**src/rtl/ntc_thermistor_to_celsius_core_defines.svh**
```systemverilog
`ifndef NTC_THERMISTOR_TO_CELSIUS_CORE_DEFINES_SVH
`define NTC_THERMISTOR_TO_CELSIUS_CORE_DEFINES_SVH

// same-cycle implication
`define NTC_ASSERT_IMP(lbl, ante, cons) \
	lbl: assert property (@(posedge clk) disable iff (!arst_n) (ante) |-> (cons)) \
		else $error("ntc assertion failed");

// next-cycle implication
`define NTC_ASSERT_NXT(lbl, ante, cons) \
	lbl: assert property (@(posedge clk) disable iff (!arst_n) (ante) |=> (cons)) \
		else $error("ntc assertion failed");

`endif

```
**src/rtl/ntc_pkg.sv**
```systemverilog
package ntc_pkg;
	localparam int unsigned CHANNELS_DEF = 16;
	localparam int unsigned BETA_W = 14;
	localparam int unsigned CODE_W = 16;
	localparam int unsigned CFG_W = 16;
	localparam int unsigned CFG_IDX_W = 1;
	localparam int unsigned LN_W = 20;
	localparam int unsigned QUO_BITS = 27;

	localparam logic [CFG_IDX_W-1:0] REG_BETA = 1'd0;
	localparam logic [CFG_IDX_W-1:0] REG_FULL_SCALE = 1'd1;

	localparam logic [BETA_W-1:0] BETA_RESET = 14'd3435;
	localparam logic [CODE_W-1:0] FS_RESET = 16'd30000;

	localparam logic [15:0] LN2_Q = 16'd45426;
	localparam logic [14:0] T0_HUND = 15'd29815;
	localparam logic signed [28:0] KELVIN_OFF = 29'sd17901158;

	localparam logic [1:0] ST_OK = 2'd0;
	localparam logic [1:0] ST_ZERO = 2'd1;
	localparam logic [1:0] ST_FULL = 2'd2;

	localparam logic signed [12:0] TEMP_MIN = -13'sd128;
	localparam logic signed [12:0] TEMP_MAX = 13'sd1023;

	// ln(1 + i/16) in Q0.16
	function automatic logic [15:0] ln_tab(input logic [4:0] i);
		logic [15:0] r;
		case (i)
			5'd0: r = 16'd0;
			5'd1: r = 16'd3973;
			5'd2: r = 16'd7719;
			5'd3: r = 16'd11262;
			5'd4: r = 16'd14624;
			5'd5: r = 16'd17821;
			5'd6: r = 16'd20870;
			5'd7: r = 16'd23783;
			5'd8: r = 16'd26573;
			5'd9: r = 16'd29248;
			5'd10: r = 16'd31818;
			5'd11: r = 16'd34298;
			5'd12: r = 16'd36675;
			5'd13: r = 16'd38975;
			5'd14: r = 16'd41196;
			5'd15: r = 16'd43352;
			5'd16: r = 16'd45426;
			default: r = 16'd0;
		endcase
		return r;
	endfunction
endpackage

```
**src/rtl/ntc_ln.sv**
```systemverilog
module ntc_ln (
	input logic clk,
	input logic en,
	input logic [ntc_pkg::CODE_W-1:0] x,
	output logic [ntc_pkg::LN_W-1:0] ln
);
	import ntc_pkg::*;

	logic [3:0] e;
	logic [31:0] sh;
	logic [15:0] f;
	logic [4:0] idx;
	logic [3:0] e_s2;
	logic [15:0] lo_s2;
	logic [11:0] dif_s2;
	logic [11:0] rem_s2;
	logic [23:0] prod;

	// leading one position
	always_comb begin
		e = '0;
		for (int i = 1; i < CODE_W; i++) begin
			if (x[i]) begin
				e = 4'(i);
			end
		end
	end

	assign sh = 32'(x) << (5'd16 - 5'(e));
	assign f = sh[15:0];
	assign idx = {1'b0, f[15:12]};

	always_ff @(posedge clk) begin
		if (en) begin
			e_s2 <= e;
			lo_s2 <= ln_tab(idx);
			dif_s2 <= 12'(ln_tab(idx + 5'd1) - ln_tab(idx));
			rem_s2 <= f[11:0];
		end
	end

	assign prod = 24'(dif_s2) * 24'(rem_s2);

	always_ff @(posedge clk) begin
		if (en) begin
			ln <= LN_W'(20'(e_s2) * 20'(LN2_Q)) + LN_W'(lo_s2) + LN_W'(prod[23:12]);
		end
	end
endmodule

```
**config.mk**
```make
export PLATFORM = sky130hd
export DESIGN_NAME = ntc_ln
export DESIGN_NICKNAME = d
export VERILOG_FILES = /design/src/rtl/ntc_thermistor_to_celsius_core_defines.svh /design/src/rtl/ntc_pkg.sv /design/src/rtl/ntc_ln.sv
export SDC_FILE = /design/constraint.sdc
export NUM_CORES = 1
export LEC_CHECK = 0
export ABC_AREA = 1
export ABC_CLOCK_PERIOD_IN_PS = 18700
export BUFFER_PORTS_ARGS = -buffer_cell sky130_fd_sc_hd__buf_2
export CAP_MARGIN = 10
export CORE_MARGIN = 4
export CORE_UTILIZATION = 60
export DETAILED_ROUTE_END_ITERATION = 7
export MAX_ROUTING_LAYER = met4
export PLACE_DENSITY = 0.75
export SLEW_MARGIN = 0
export SYNTH_ARGS = -nofsm -noshare
export SYNTH_HDL_FRONTEND = slang
export SYNTH_SLANG_ARGS = --single-unit
export TNS_END_PERCENT = 5
```
**constraint.sdc**
```tcl
create_clock -name clk -period 18.7 [get_ports clk]
set_input_delay 3.74 -clock clk [delete_from_list [all_inputs] [get_ports clk]]
set_output_delay 3.74 -clock clk [all_outputs]
set_load 0.1 [all_outputs]
```
Word level (Yosys, flattened, before mapping) --
Memory sizes are Yosys's and may differ from the RTL's. A register that Yosys moved wholly into a read port is not among the register bits. Cells that the tools add are included.
Storage, ports and cells: flip-flop bits (word level) 48, latch bits 0, RAM bits 0, ROM bits 1536, logic and storage cells 32, memories 3
Operators by class: add/sub/neg operators 5, multiply operators 2, divide/modulo/power cells 0, $lt $le $gt $ge 0, equal/unequal tests 0, shift-type cells 1, mux-type cells 17, bitwise operators 0, reductions and logical operators 0
Memories:
- (name not given) | depth 32, width 16, read ports 1, clocked after Yosys merged registers in 1, write ports 0, RTL line ntc_pkg.sv:30 | case (i)
- (name not given) | depth 32, width 16, read ports 1, clocked after Yosys merged registers in 0, write ports 0, RTL line ntc_pkg.sv:30
- (name not given) | depth 32, width 16, read ports 1, clocked after Yosys merged registers in 0, write ports 0, RTL line ntc_pkg.sv:30
Operator list (count):
- $mux 4 | 14
- $mul 12x12->24 | 1
- $mux 12 | 2
- $add 20x12->20 | 1
- $add 20x16->20 | 1
- $mul 4x15->19 const B | 1
- $shl 16x5->16 | 1
- $sub 12x12->12 | 1
- $add 4x1->5 const B | 1
- $sub 5x4->5 const A | 1
- $mux 1 | 1

Depth between registers and ports, before layout --
An unclocked memory read counts as a cell.
word-level depth 21, mapped depth 50, mapped depth without buffers 48

Least setup slack after synthesis --
OpenSTA, ideal clock, no wires.
kind input to register, start point in x[2] (netlist name), end point reg dif_s2[11] (data pin), data arrival time 8.668 ns, setup slack 9.779 ns, stages on the path 47, path buffers 2, path through inv_2 nand2_1 nand2_1 nand2_1 nand2_1 nand2_1 nand2_1 nand2_1 nand2_1 nand2_1 nand2_1 nand2_1 nand2_1 nand2_2 buf_4 ha_1 clkinv_1 clkbuf_1 [11 not listed] nor2_1 ha_1 a21oi_1 nand2_1 a21oi_1 inv_1 a21oi_1 o21ai_0 nand3_1 nand2_1 a21oi_1 inv_1 a21oi_1 inv_1 nand3_1 nand2_1 nand2_1 nand2_1
Between the ends: cells in the longest elaborated chain, start to end 20
RTL lines:
- start: declaration | RTL line ntc_ln.sv:4 | input logic [ntc_pkg::CODE_W-1:0] x,
- $mux 4 (14 in a row) | RTL line ntc_ln.sv:23 | if (x[i]) begin
- $sub 5x4->5 | RTL line ntc_ln.sv:29 | assign sh = 32'(x) << (5'd16 - 5'(e));
- $shl 16x5->16 * | RTL line ntc_ln.sv:29
- $add 4x1->5 | RTL line ntc_ln.sv:37 | dif_s2 <= 12'(ln_tab(idx + 5'd1) - ln_tab(idx));
- $mem_v2 32x16
- $mux 12 | RTL line ntc_ln.sv:34 | if (en) begin
- $sub 12x12->12 * | RTL line ntc_ln.sv:37
- end signal: assignment | RTL line ntc_ln.sv:37
- end: declaration | RTL line ntc_ln.sv:15 | logic [11:0] dif_s2;
Every way passes the cells marked *; elsewhere a longest branch is shown, timed or not. The select of a mux whose other input is x is not followed. A chain may end at the register's enable or synchronous reset.

Worst setup path after layout --
Same ends and word-level chain as after synthesis.

==> results by group <==
STA
  – Slew headroom: 0.458
  – Fin. Hold Viols: 0
  – Fin crit period: 10.35 ns
  – Min Hold Slack: about 0.67 ns
  – Period utilization: 0.554
  – Peak Freq: 96.6 MHz
  – Final setup vio count: 0
  – Max-slew violations: 0
  – RSZ-0062 raised after global routing: false
  – Clk_skew: 0.00963 ns
  – Tightest Pin Transition: 0.812 ns
  – Setup tns final: 0 ns

Yosys
  – Post-synthesis sequential area ratio: 0.186
  – Synthesized instance count: 1293
  – Flops & latches, synth: 64
  – Cell variety after synth: 42
  – Fraction of registers with async set/reset: 0
  – Primary FF master, synth: edfxtp_1
  – Synth warn: 0
  – Compound-Gate Fraction of Synth Area: 0.0712
  – Syn Nets: 1547
  – Post-Synth Adder-Cell Area: 0.371
  – Synth Area per Inst: 7.98 µm²
  – Mux contribution to synthesized area: 0
  – Netlist Area Pre-Place: 10300 µm²
  – Xor/xnor cell area share of the yosys netlist: 0.0460
  – Main combinational cell family by area after synthesis: adder cells
  – Synth Area in Simple Gates: 0.194
  – Number of synthesized flops with an enable pin: 64

GRT
  – Initial antenna violation count: 0
  – Vias in the first global route: 8116
  – Gr ovfl total: 0
  – Largest net degree at the start of global routing: 65
  – First-pass GRT wire length: 38.8 mm
  – Global-route usage over all layers: 0.250

Worst setup path
  – Critical path class: in -> reg
  – Critical Path End Type: register
  – CP max stage delay: 0.68 ns
  – CP arrival: between 10 and 15 ns
  – Critical path peak fanout: 21
  – CP most frequent cell: nand2_1
  – Worst-case reg-to-reg path depth: 36
  – Crit start category: input port
  – FF-to-FF Start: rem_s2[11]
  – Worst setup startpoint: x[2]
  – R2R setup slack: 9.60 ns
  – CP max-delay cell: ha_1
  – Req. time, crit path: roughly 19 ns
  – R2R Path End: ln[19]

Detailed routing
  – Via count: about 8400
  – Drc violations: 0
  – WL/cell: 14.9 µm
  – Vias/cell: about 5.5
  – Pre-antenna DRT Iters: 7
  – Total wire length: 22.8 mm
  – 1st-iter DRT viols: 752
  – Antenna-violating nets left: 0

Clock tree
  – Clk_lat worst skew: 0.33 ns
  – Root buffer cell: clkbuf_16
  – CTS tree: done
  – Hold-fix buffers at CTS: 0
  – Post-CTS Setup Bufs: 0
  – CTS resizes: 0
  – CTS clk-pin slew, worst paths: 0.05 ns
  – CTS Sinks: 64
  – CTS buffer count: 9
  – Clock Tree Buf Depth: 2
  – H-tree depth reported by CTS: 3

Floorplanning
  – Die area: 19400 µm²
  – Num rows: 47
  – DIE HEIGHT: ~140 µm
  – Chip width: 139 µm
  – Core box area: around 17000 µm²
  – I/O pins: 38
  – Starting Density: 0.618

Final layout
  – Layout cells sized above 1: 0.0619
  – Commonest non-fill, non-tap cells in the layout: inv_1, nand2_1, ha_1
  – Commonest non-fill, non-tap cell in the layout: inv_1
  – Post-route insts no fill: around 1500
  – Area growth from synthesis to layout: 5.14%
  – Final nets: 1557
  – Ant. Diodes: 0

Status
  – Status: completed

Place
  – DP HPWL: between 15 and 20 mm
  – Buffers on Ports: 37
  – Inst Count DP: 1512
  – GPL Wtd Cong: 0.971

Min path
  – HP Class: reg -> reg
  – Worst hold endpoint: ln[0]
  – Min-Delay Path Depth: 1
  – Worst Min Path Start: lo_s2[0]

Job
  – Max Cap Viol: 0
cells in the mapped netlist, drive strengths merged, types with 2 or more instances:
| cell | number | area, µm² |
|---|---|---|
| inv | 309 | 1160 |
| nand2 | 304 | 1190 |
| ha | 120 | 1500 |
| fa | 116 | 2320 |
| nand3 | 96 | 510 |
| edfxtp | 64 | 1920 |
| a21oi | 53 | 265 |
| o21ai | 46 | 234 |
| nor2 | 45 | 201 |
| xor2 | 37 | 343 |
| clkbuf | 28 | 105 |
| xnor2 | 15 | 131 |
| buf | 11 | 90.1 |
| a31oi | 7 | 43.8 |
| o211ai | 7 | 52.6 |
| nand4 | 6 | 43.8 |
| o21bai | 6 | 45.0 |
| nor3 | 5 | 30.0 |
| o31ai | 5 | 37.5 |
| nor4 | 3 | 18.8 |
| a21o | 2 | 15.0 |
| o221ai | 2 | 17.5 |
worst max path at each step:
stage	slack, ns	end	depth (start not counted)
2_1_floorplan	9.78	dif_s2[11]	47
3_3_place_gp	8.40	dif_s2[11]	46
3_5_place_dp	8.17	dif_s2[11]	46
4_1_cts	8.47	dif_s2[11]	46
5_1_grt	7.40	dif_s2[11]	46
6_report	8.35	dif_s2[11]	46
cell families after synthesis:
group,after synthesis
AOI/OAI and AO/OA,131
xor gates and xnor gates,52
adders and majority gates,236
buffers and inverters,349
DFF,64
and+or+nand+nor,461
through the flow:
step	setup WS [ns]	instance area [µm²]	utilization
floorplan	9.78	10300	-
global placement	8.40	10600	0.634
detailed placement	8.17	10600	0.634
CTS	8.47	10800	0.650
global route	7.40	10800	0.650
finish	8.35	10800	0.650
cell type report:
class / instances / area, µm²
inverters: 310 / 1160
repair buffers: 38 / 193
well taps: 220 / 275
flip-flops and latches: 64 / 1920
multi-input cells: 880 / 7040
fillers: 1406 / 5850
clock inverters: 4 / 21.3
clock buffers: 12 / 236
state kept, by name, indices dropped and copies added (netlist names):
signal and count:
dif_s2 12, e_s2 4, ln 20, lo_s2 16, rem_s2 12
per-layer routing:
metal  global-route usage  wire length [µm]  vias up
met5                    -                 0        -
met4               0.0438               312        0
met3               0.0317              1450       35
met2                0.413             11000      297
met1                0.339              9980     3979
li1                     -                 -     4040
critical path: cells and delay by family:
| kind | cells | cell delay [ns] |
|---|---|---|
| AOI/OAI and AO/OA | 7 | 1.06 |
| adders and majority gates | 4 | 1.69 |
| buffers and inverters | 8 | 1.28 |
| and+or+nand+nor | 27 | 2.66 |
Power is not shown: default switching activity piles up to over one toggle a cycle in this logic, so the estimate is an artifact.
